--- config.mk ---
export PLATFORM = sky130hd
export DESIGN_NAME = rmst_front
export DESIGN_NICKNAME = d
export VERILOG_FILES = /design/src/rtl/range_max_segment_tree_defines.svh /design/src/rtl/rmst_pkg.sv /design/src/rtl/rmst_front.sv
export SDC_FILE = /design/constraint.sdc
export NUM_CORES = 1
export LEC_CHECK = 0
export ABC_AREA = 1
export ABC_CLOCK_PERIOD_IN_PS = 1700
export BUFFER_PORTS_ARGS = -buffer_cell sky130_fd_sc_hd__buf_2
export CORE_UTILIZATION = 30
export DETAILED_ROUTE_END_ITERATION = 16
export PLACE_DENSITY_LB_ADDON = 0.2
export SYNTH_ARGS = -nofsm -noshare
export SYNTH_HDL_FRONTEND = slang
export SYNTH_SLANG_ARGS = --single-unit
--- constraint.sdc ---
create_clock -name vclk -period 1.7
set_input_delay 0.17 -clock vclk [all_inputs]
set_output_delay 0.17 -clock vclk [all_outputs]
set_load 0.01 [all_outputs]
--- src/rtl/range_max_segment_tree_defines.svh ---
// ----------------------------------------------------------------------------
// range_max_segment_tree_defines
// Assertion macros shared by the segment tree modules. Each expects clk_i and
// rst_ni in scope.
// ----------------------------------------------------------------------------
`ifndef RANGE_MAX_SEGMENT_TREE_DEFINES_SVH
`define RANGE_MAX_SEGMENT_TREE_DEFINES_SVH

// Property that must hold in the same cycle as its antecedent.
`define RMST_ASSERT(lbl, prop, msg) \
  lbl: assert property (@(posedge clk_i) disable iff (!rst_ni) (prop)) else $error(msg);

// Consequent checked in the cycle after the antecedent.
`define RMST_ASSERT_NEXT(lbl, ante, cons, msg) \
  lbl: assert property (@(posedge clk_i) disable iff (!rst_ni) (ante) |=> (cons)) \
    else $error(msg);

`endif

--- src/rtl/rmst_pkg.sv ---
`timescale 1ns / 1ps
// ----------------------------------------------------------------------------
// rmst_pkg
// Sizes, command format, state encoding and helpers for the max segment tree.
// ----------------------------------------------------------------------------
package rmst_pkg;

  localparam int LEAF_COUNT = 1024;               // power of two
  localparam int NODE_COUNT = 2 * LEAF_COUNT;     // node 0 unused, root is 1
  localparam int NODE_W     = $clog2(NODE_COUNT); // node address
  localparam int IDX_W      = NODE_W + 1;         // bound that may reach NODE_COUNT

  localparam int DATA_W  = 32;
  localparam int POS_W   = 10;
  localparam int RANGE_W = 11;

  // command queue, depth a power of two so the pointers wrap by themselves
  localparam int CMDQ_DEPTH = 2;
  localparam int CMDQ_AW    = $clog2(CMDQ_DEPTH);
  localparam int CMDQ_CW    = $clog2(CMDQ_DEPTH + 1);

  typedef enum logic [0:0] {
    OP_SET   = 1'b0,
    OP_QUERY = 1'b1
  } op_e;

  typedef enum logic [1:0] {
    CMD_SET,
    CMD_QUERY,
    CMD_ZERO
  } cmd_kind_e;

  typedef struct packed {
    cmd_kind_e                 kind;
    logic [IDX_W-1:0]          lo;   // leaf node for a set, left bound node for a query
    logic [IDX_W-1:0]          hi;   // right bound node for a query
    logic signed [DATA_W-1:0]  val;
  } cmd_t;

  typedef enum logic [2:0] {
    ST_CLEAR,
    ST_IDLE,
    ST_SET_FETCH,
    ST_SET_CHECK,
    ST_Q_STEP,
    ST_Q_OUT
  } st_e;

  function automatic logic signed [DATA_W-1:0] smax(
    input logic signed [DATA_W-1:0] a,
    input logic signed [DATA_W-1:0] b
  );
    return (a > b) ? a : b;
  endfunction

endpackage

--- src/rtl/rmst_front.sv ---
`timescale 1ns / 1ps
// ----------------------------------------------------------------------------
// rmst_front
// Input side: classifies each item into a tree command, clamps query bounds,
// maps them to node indices and drops sets beyond the leaves.
// ----------------------------------------------------------------------------
module rmst_front import rmst_pkg::*; (
  input  logic                      in_valid_i,
  output logic                      in_ready_o,
  input  logic                      operation_i,
  input  logic [POS_W-1:0]          position_i,
  input  logic signed [DATA_W-1:0]  value_i,
  input  logic [RANGE_W-1:0]        range_left_i,
  input  logic [RANGE_W-1:0]        range_right_i,
  input  logic                      q_ready_i,
  input  logic                      init_done_i,
  output logic                      q_push_o,
  output cmd_t                      q_cmd_o
);

  localparam logic [RANGE_W-1:0] LeafLim = RANGE_W'(LEAF_COUNT);

  logic [RANGE_W-1:0] left_c;
  logic [RANGE_W-1:0] right_c;
  logic               drop;

  always_comb begin
    left_c  = (range_left_i  > LeafLim) ? LeafLim : range_left_i;
    right_c = (range_right_i > LeafLim) ? LeafLim : range_right_i;

    q_cmd_o.val = value_i;
    drop        = 1'b0;
    if (op_e'(operation_i) == OP_SET) begin
      q_cmd_o.kind = CMD_SET;
      q_cmd_o.lo   = IDX_W'(LEAF_COUNT) + IDX_W'(position_i);
      q_cmd_o.hi   = '0;
      drop         = (32'(position_i) >= 32'(LEAF_COUNT));
    end else begin
      // empty span answers zero without touching the tree
      q_cmd_o.kind = (left_c >= right_c) ? CMD_ZERO : CMD_QUERY;
      q_cmd_o.lo   = IDX_W'(left_c)  + IDX_W'(LEAF_COUNT);
      q_cmd_o.hi   = IDX_W'(right_c) + IDX_W'(LEAF_COUNT);
    end
  end

  assign in_ready_o = q_ready_i & init_done_i;
  assign q_push_o   = in_valid_i & in_ready_o & ~drop;

endmodule

==> metrics.yaml <==
status:
  status: "finished, violations left"
  violations: "setup timing"
setup_path:
  crit_type: "in2out"
  crit_path_start_kind: "input port"
  crit_chain: "buf_8, nor2_4, nand3_4, o21ai_4, nand2_2, ha_1, nand2_1, inv_1, nand2_1, nor2_1, nand2_1, nand2_2, nor2_1, nor2_2, buf_2"
  required_ns: 1.53
  crit_fanout: 5
  critical_path_arrival_ns: 1.79
  path_common_cell: "nand2_1"
  cp_top_family: "simple AND/OR/NAND/NOR gates"
  slowest_stage: "ha_1"
  max_stage_delay_ns: 0.30
  path_buf_inv: 3
  crit_path_end_kind: "output port"
  worstSetupPathDepth: 15
floorplan:
  ios: 128
  die_area_um2: 3450
  start_util: 0.316
  die_h_um: 58.7
  fp.dieW_um: 58.7
  core_area_um2: 3050
  rows: 20
power:
  ir_drop_mv: 0.0931
  finalPower_w: 0.000390
  cellPowerDensity_nw_per_um2: 246
  power.leakage_nw: 0.937
global_routing:
  grt_pass1_wl_mm: 4.47
  grt_pass1_vias: 1093
  antenna_found_initial: 0
  grt_overflow: 0
  grt_use_total: 0.158
  grt_max_degree: 17
timing:
  setup_viol: 2
  fin_crit_ns: 1.96
  fmax_mhz: 511
  tightest_slew_ns: 0.287
  fin_crit_sh: 1.15
  slew_headroom: 0.808
  maxSlewViolCount: 0
  finalHoldViolations: 0
  grt_setup_unrepaired: "yes"
  fin_ws_ns: -0.256
  whs_ns: 0.340
synthesis:
  yosysWarnings: 0
  yosysSeqAreaShare: 0
  synthCells: 184
  netlist.area_leader.share: 0.249
  avgSynthCellArea_um2: 5.24
  synthDistinctLibCells: 14
  synth_nets: 263
  synth_top_cell_by_area: "buf_4"
  yosys-top-cells-area: "buf_4 (25%), nand2_1 (22%), nor2_1 (14%), ha_1 (14%), inv_1 (8.9%)"
  synth_area_um2: 965
layout:
  drive_gt1_frac: 0.535
  syn_to_final_growth_pct: 64.3
  diodes: 0
  post-route-util: 0.519
  nClkBuffers: 0
  seq_cell_count: 0
  regArea_um2: 0
  layout.nets: 326
  fillers: 346
  multi_input_area_um2: 802
  fin_cells: 289
detailed_routing:
  drt_iter0_drc: 14
  drtPass1Iterations: 4
  wl_mm: 2.73
  vias_per_cell: 4.22
  num_vias: 1221
  wire_per_inst_um: 9.44
  drc_errors: 0
  ant_nets: 0
placement:
  port_buffers: 64
  post-place-ws_ns: -0.403
  dp_hpwl_mm: 2.24
  gp_congestion: 0.761
  dp.cells: 282
min_path:
  hold_path.class: "in2out"
  hold_path_depth: 0
job:
  max_cap_viol_count: 0
cts:
  hold_buffers: 0
-- synth_stat cells --
master	count
nand2_1	56
nor2_1	37
buf_4	32
inv_1	23
ha_1	11
nand3_1	11
a21oi_1	3
buf_2	2
nand3b_1	2
nor3_1	2
o21ai_4	2
clkbuf_1	1
inv_2	1
nor2_2	1
-- timing repair --
action                                  CTS  global route
buffers inserted                          5             1
resized for setup                        46             1
endpoints found under the setup margin    2             2
pin swaps                                28             9
gates cloned                              1             0
-- final timing paths --
path	slack [ns]	start	end
max	-0.26	range_right_i[5]	q_cmd_o[57]
min	0.34	value_i[21]	q_cmd_o[21]
-- final cells by class --
type,instances,share of cell area
multi-input combinational,126,0.506
timing repair buffer,95,0.401
inverter,24,0.0584
tap,44,0.0347
-- logic make-up (layout without fill, tap and decap cells) --
| logic type | after synthesis | after routing | synth area share |
|---|---|---|---|
| AO/OA/AOI/OAI | 5 | 6 | 0.0493 |
| adder cells (fa/ha/maj) | 11 | 11 | 0.143 |
| buffers and inverters | 59 | 119 | 0.357 |
| AND/OR/NAND/NOR | 109 | 109 | 0.451 |
-- layer usage --
layer	track usage	wire length [um]
met5	0	0
met4	0.0340	54
met3	0.0286	242
met2	0.273	1190
met1	0.205	1240
-- stage by stage --
stage	instance area [um^2]	TNS [ns]
CTS	1580	-0.439
floorplan	1000	-0.0130
global route	1590	-0.761
finish	1590	-0.475
detailed placement	1320	-0.736
global placement	1320	-0.694
-- cells in the final DEF, fill, tap and decap left out, types with 2 or more instances in the layout --
master    count
nand2_2       9
nor2_4        8
buf_4        29
inv_2         2
nand3b_1      2
buf_6        10
a21oi_1       3
ha_4          4
ha_1          7
nor2_1       25
inv_1        21
buf_2        54
nand3_1       9
nand2_1      46
nor2_2        5
o21ai_4       2
-- where the power goes --
part / switching [W] / leakage [nW] / total (W) / internal (W)
registers: 0 / 0 / 0 / 0
clock network: 0 / 0 / 0 / 0
logic: 0.000193 / 0.937 / 0.000390 / 0.000197
Note: power is estimated with default switching activity, not from simulation.
