--- config.mk ---
export PLATFORM = sky130hd
export DESIGN_NAME = rmst_cmd_fifo
export DESIGN_NICKNAME = d
export VERILOG_FILES = /design/src/rtl/rmst_pkg.sv /design/src/rtl/rmst_cmd_fifo.sv
export VERILOG_INCLUDE_DIRS = /design/src /design/src/rtl
export SDC_FILE = /design/constraint.sdc
export NUM_CORES = 1
export LEC_CHECK = 0
export BUFFER_PORTS_ARGS = -buffer_cell sky130_fd_sc_hd__buf_2
export CAP_MARGIN = 20
export CORE_MARGIN = 2
export CORE_UTILIZATION = 58
export CTS_BUF_LIST = sky130_fd_sc_hd__clkbuf_4 sky130_fd_sc_hd__clkbuf_8
export DETAILED_ROUTE_END_ITERATION = 16
export GPL_ROUTABILITY_DRIVEN = 0
export PLACE_DENSITY = 0.95
export RECOVER_POWER = 50
export SYNTH_ARGS = -nofsm -noshare
export SYNTH_HDL_FRONTEND = slang
export SYNTH_SLANG_ARGS = --single-unit
--- constraint.sdc ---
create_clock -name clk_i -period 7.4 [get_ports clk_i]
set_input_delay 0.74 -clock clk_i [delete_from_list [all_inputs] [get_ports clk_i]]
set_output_delay 0.74 -clock clk_i [all_outputs]
set_load 0.02 [all_outputs]
--- src/rtl/range_max_segment_tree_defines.svh ---
// ----------------------------------------------------------------------------
// range_max_segment_tree_defines
// Assertion macros shared by the segment tree modules. Each expects clk_i and
// rst_ni in scope.
// ----------------------------------------------------------------------------
`ifndef RANGE_MAX_SEGMENT_TREE_DEFINES_SVH
`define RANGE_MAX_SEGMENT_TREE_DEFINES_SVH

// Property that must hold in the same cycle as its antecedent.
`define RMST_ASSERT(lbl, prop, msg) \
  lbl: assert property (@(posedge clk_i) disable iff (!rst_ni) (prop)) else $error(msg);

// Consequent checked in the cycle after the antecedent.
`define RMST_ASSERT_NEXT(lbl, ante, cons, msg) \
  lbl: assert property (@(posedge clk_i) disable iff (!rst_ni) (ante) |=> (cons)) \
    else $error(msg);

`endif

--- src/rtl/rmst_pkg.sv ---
`timescale 1ns / 1ps
// ----------------------------------------------------------------------------
// rmst_pkg
// Sizes, command format, state encoding and helpers for the max segment tree.
// ----------------------------------------------------------------------------
package rmst_pkg;

  localparam int LEAF_COUNT = 1024;               // power of two
  localparam int NODE_COUNT = 2 * LEAF_COUNT;     // node 0 unused, root is 1
  localparam int NODE_W     = $clog2(NODE_COUNT); // node address
  localparam int IDX_W      = NODE_W + 1;         // bound that may reach NODE_COUNT

  localparam int DATA_W  = 32;
  localparam int POS_W   = 10;
  localparam int RANGE_W = 11;

  // command queue, depth a power of two so the pointers wrap by themselves
  localparam int CMDQ_DEPTH = 2;
  localparam int CMDQ_AW    = $clog2(CMDQ_DEPTH);
  localparam int CMDQ_CW    = $clog2(CMDQ_DEPTH + 1);

  typedef enum logic [0:0] {
    OP_SET   = 1'b0,
    OP_QUERY = 1'b1
  } op_e;

  typedef enum logic [1:0] {
    CMD_SET,
    CMD_QUERY,
    CMD_ZERO
  } cmd_kind_e;

  typedef struct packed {
    cmd_kind_e                 kind;
    logic [IDX_W-1:0]          lo;   // leaf node for a set, left bound node for a query
    logic [IDX_W-1:0]          hi;   // right bound node for a query
    logic signed [DATA_W-1:0]  val;
  } cmd_t;

  typedef enum logic [2:0] {
    ST_CLEAR,
    ST_IDLE,
    ST_SET_FETCH,
    ST_SET_CHECK,
    ST_Q_STEP,
    ST_Q_OUT
  } st_e;

  function automatic logic signed [DATA_W-1:0] smax(
    input logic signed [DATA_W-1:0] a,
    input logic signed [DATA_W-1:0] b
  );
    return (a > b) ? a : b;
  endfunction

endpackage

--- src/rtl/rmst_cmd_fifo.sv ---
`timescale 1ns / 1ps
`include "range_max_segment_tree_defines.svh"
// ----------------------------------------------------------------------------
// rmst_cmd_fifo
// Short command queue between the front and the tree engine.
// ----------------------------------------------------------------------------
module rmst_cmd_fifo import rmst_pkg::*; (
  input  logic clk_i,
  input  logic rst_ni,
  input  logic push_i,
  input  cmd_t cmd_i,
  output logic ready_o,
  input  logic pop_i,
  output logic valid_o,
  output cmd_t cmd_o
);

  cmd_t               mem_q [CMDQ_DEPTH];
  logic [CMDQ_AW-1:0] wptr_q, wptr_d;
  logic [CMDQ_AW-1:0] rptr_q, rptr_d;
  logic [CMDQ_CW-1:0] cnt_q, cnt_d;

  assign ready_o = (cnt_q != CMDQ_CW'(CMDQ_DEPTH));
  assign valid_o = (cnt_q != '0);
  assign cmd_o   = mem_q[rptr_q];

  always_comb begin
    wptr_d = wptr_q;
    rptr_d = rptr_q;
    cnt_d  = cnt_q;
    if (push_i) begin
      wptr_d = wptr_q + 1'b1;
    end
    if (pop_i) begin
      rptr_d = rptr_q + 1'b1;
    end
    if (push_i && !pop_i) begin
      cnt_d = cnt_q + 1'b1;
    end else if (!push_i && pop_i) begin
      cnt_d = cnt_q - 1'b1;
    end
  end

  always_ff @(posedge clk_i or negedge rst_ni) begin
    if (!rst_ni) begin
      wptr_q <= '0;
      rptr_q <= '0;
      cnt_q  <= '0;
    end else begin
      wptr_q <= wptr_d;
      rptr_q <= rptr_d;
      cnt_q  <= cnt_d;
    end
  end

  always_ff @(posedge clk_i) begin
    if (push_i) begin
      mem_q[wptr_q] <= cmd_i;
    end
  end

  `RMST_ASSERT(a_fifo_no_overflow, (cnt_q == CMDQ_CW'(CMDQ_DEPTH)) |-> !push_i, "push into full queue")
  `RMST_ASSERT_NEXT(a_fifo_fill, push_i && !pop_i, cnt_q == $past(cnt_q) + 1'b1, "fill count lost a push")

endmodule

==> results_dict.tcl <==
set metrics [dict create \
    met1_length_mm 2.97 \
    post_cts_resized 0 \
    yosys_warnings 0 \
    finalSetupViolCount 0 \
    vdd_drop_max_mv 0.241 \
    arrival_ps 3920 \
    die_y_um 91.3 \
    wl_per_cell_um 17.3 \
    dpl.hpwl_mm 4.92 \
    nNetsFinal 396 \
    h-tree-depth 4 \
    stdcell_area_um2 5530 \
    drt_first_pass_iters 4 \
    grt_usage_pct 19.3 \
    root_buffer "clkbuf_8" \
    yosys.area.top_type "edfxtp_1" \
    rsz0062_at_grt "no" \
    drv_cap 3 \
    rows 31 \
    startpoint_type "flop" \
    min_period_ps 4660 \
    cts.sinks 120 \
    synth_area_um2 4420 \
    grt_pass1_vias 2418 \
    synth.area.top_cells "edfxtp_1, mux2_2, mux2_4, dfrtp_1, xor2_1" \
    skew_ps 5.25 \
    combPwrFrac_pct 31.1 \
    fin_crit_sh_pct 63.0 \
    place_ws_ps 4960 \
    cts_tree "built" \
    finalWorstSetupSlack_ps 2740 \
    finalWirelength_mm 7.68 \
    power.switching_mw 0.710 \
    drive_gt1_share_pct 51.4 \
    p_leak_nw 2.06 \
    slew_viol_final 112 \
    grt_pass1_wl_mm 11.9 \
    hp-class "in2async" \
    place_area_um2 5120 \
    clkTransAtPathRegs_ps 70 \
    post-cts-setup-buffers 0 \
    syn_inst 197 \
    port_buffers 121 \
    max_freq_ghz 0.214 \
    drc 0 \
    dieArea_um2 8340 \
    worst_slew_pin_slew_ps 3430 \
    syn2layout_area_growth_pct 25.0 \
    r2r_start "rptr_q$_DFFE_PN0P_" \
    clk-insertion-delay-late_ps 410 \
    wl_met3_um 519 \
    synth_cell_types 16 \
    syn_avg_cell_area_um2 22.4 \
    cp.required_ps 6660 \
    drt-initial-drc-count 108 \
    numCtsBuffers 17 \
    cts_hold_buf 0 \
    pwr-share-seq_pct 40.6 \
    postLayoutCoreUtil_pct 75.4 \
    finalSetupTns_ps 0 \
    violations "capacitance limit, slew limit" \
    worstSetupEndpointType "output port" \
    synth_nets 260 \
    clockBufferDepth 2 \
    hold_viol 0 \
    path_max_fanout 59 \
    place_inst 413 \
    postRouteAntennaNets 0 \
    ys_ff_latch 120 \
    grt_max_degree 60 \
    synth_top_area_share_pct 78.8 \
    ioPinCount 122 \
    layout.cells.non_filler 445 \
    vias 2274 \
    coreArea_um2 7330 \
    clkPwrFrac_pct 28.3 \
    p_sw_share_pct 30.6 \
    slew_headroom_pct -129 \
    viasPerCell 5.11 \
    crit_type "reg2out" \
    start_util_pct 60.3 \
    antenna_found_initial 0 \
    die_w_um 91.3 \
    seq_area_frac_synth_pct 81.1 \
    power.internal_mw 1.61 \
    crit_path_start "rptr_q$_DFFE_PN0P_" \
    wl_met2_mm 4.11 \
    powerDensity_nw_per_um2 420 \
    diodes 0 \
    grt_remaining_overflow 0 \
    status "finished, violations left" \
    top_layer_used "met4" \
]
-- synth_stat cells --
| cell | number |
|---|---|
| nand2b_1 | 1 |
| edfxtp_1 | 116 |
| and2_1 | 1 |
| mux2_4 | 10 |
| xor2_1 | 4 |
| inv_1 | 1 |
| dfrtp_1 | 4 |
| nor2_1 | 1 |
| or2_2 | 1 |
| buf_6 | 2 |
| ha_1 | 1 |
| buf_2 | 4 |
| nor2b_1 | 1 |
| xnor2_1 | 1 |
| mux2_2 | 48 |
| buf_8 | 1 |
-- through the flow --
stage / power, mW / hold slack [ps]
after floorplan: 1.47 / 444
after global placement: 1.63 / 472
after detailed placement: 1.66 / 512
after CTS: 2.32 / 101
after global routing: 2.42 / 140
final: 2.32 / 152
-- area by class of cell --
cell class                      instances  area, um2
Sequential cell                       120       3580
Fill cell                             476       1800
Multi-Input combinational cell         69        776
Timing Repair Buffer                  124        579
Clock buffer                           17        234
Clock inverter                         15        225
Tap cell                               99        124
Inverter                                1       3.75
-- final timing paths --
check	slack, ps	depth (start not counted)	endpoint
max in group asynchronous	7040	1	rptr_q$_DFFE_PN0P_
min in group clk_i	500	1	wptr_q$_DFFE_PN0P_
setup reg to reg	4240	2	rptr_q$_DFFE_PN0P_
hold reg to reg	500	1	wptr_q$_DFFE_PN0P_
setup / recovery	2740	3	cmd_o[43]
hold / removal	150	1	cnt_q[1]$_DFFE_PN0P_
-- worst max-delay path: stages (launching register included) --
cell and delay, ps:
dfrtp_2 340, clkbuf_1 2410, mux2_2 550, buf_2 180
-- sequential cells by signal (all words and copies together) (netlist names) --
signal / cells
mem_q: 116
wptr_q: 1
cnt_q: 2
rptr_q: 1
-- routing by layer --
layer  vias up  GRT usage, %
met3         8          7.14
met1      1109          21.8
met2       103          33.4
li1       1054             -
met5         -             0
met4         0          7.32
-- power groups by stage --
stage               Clock [mW]  Sequential, mW  Combinational [mW]
floorplan                    0           0.949               0.518
global placement             0           0.944               0.689
detailed placement           0           0.956               0.702
CTS                      0.670           0.943               0.709
global route             0.699           0.954               0.768
finish                   0.656           0.943               0.722
-- placed cells by master, fill, tap and decap left out, types with 2 or more instances in the layout --
cell type,Yosys,layout
mux2_4,10,10
clkbuf_1,0,37
edfxtp_1,116,116
mux2_2,48,48
xor2_1,4,4
buf_4,0,2
clkbuf_8,0,17
clkinvlp_4,0,3
bufinv_16,0,5
buf_2,4,85
clkinv_4,0,4
dfrtp_1,4,3
-- cell families after synthesis --
group	after synthesis	synth area share, %
DFF	120	81.1
buffers and inverters	8	1.39
muxes	58	15.6
xor gates and xnor gates	5	0.991
and+or+nand+nor	5	0.651
adders and majority gates	1	0.283
Power figures use the tool's default switching activity.
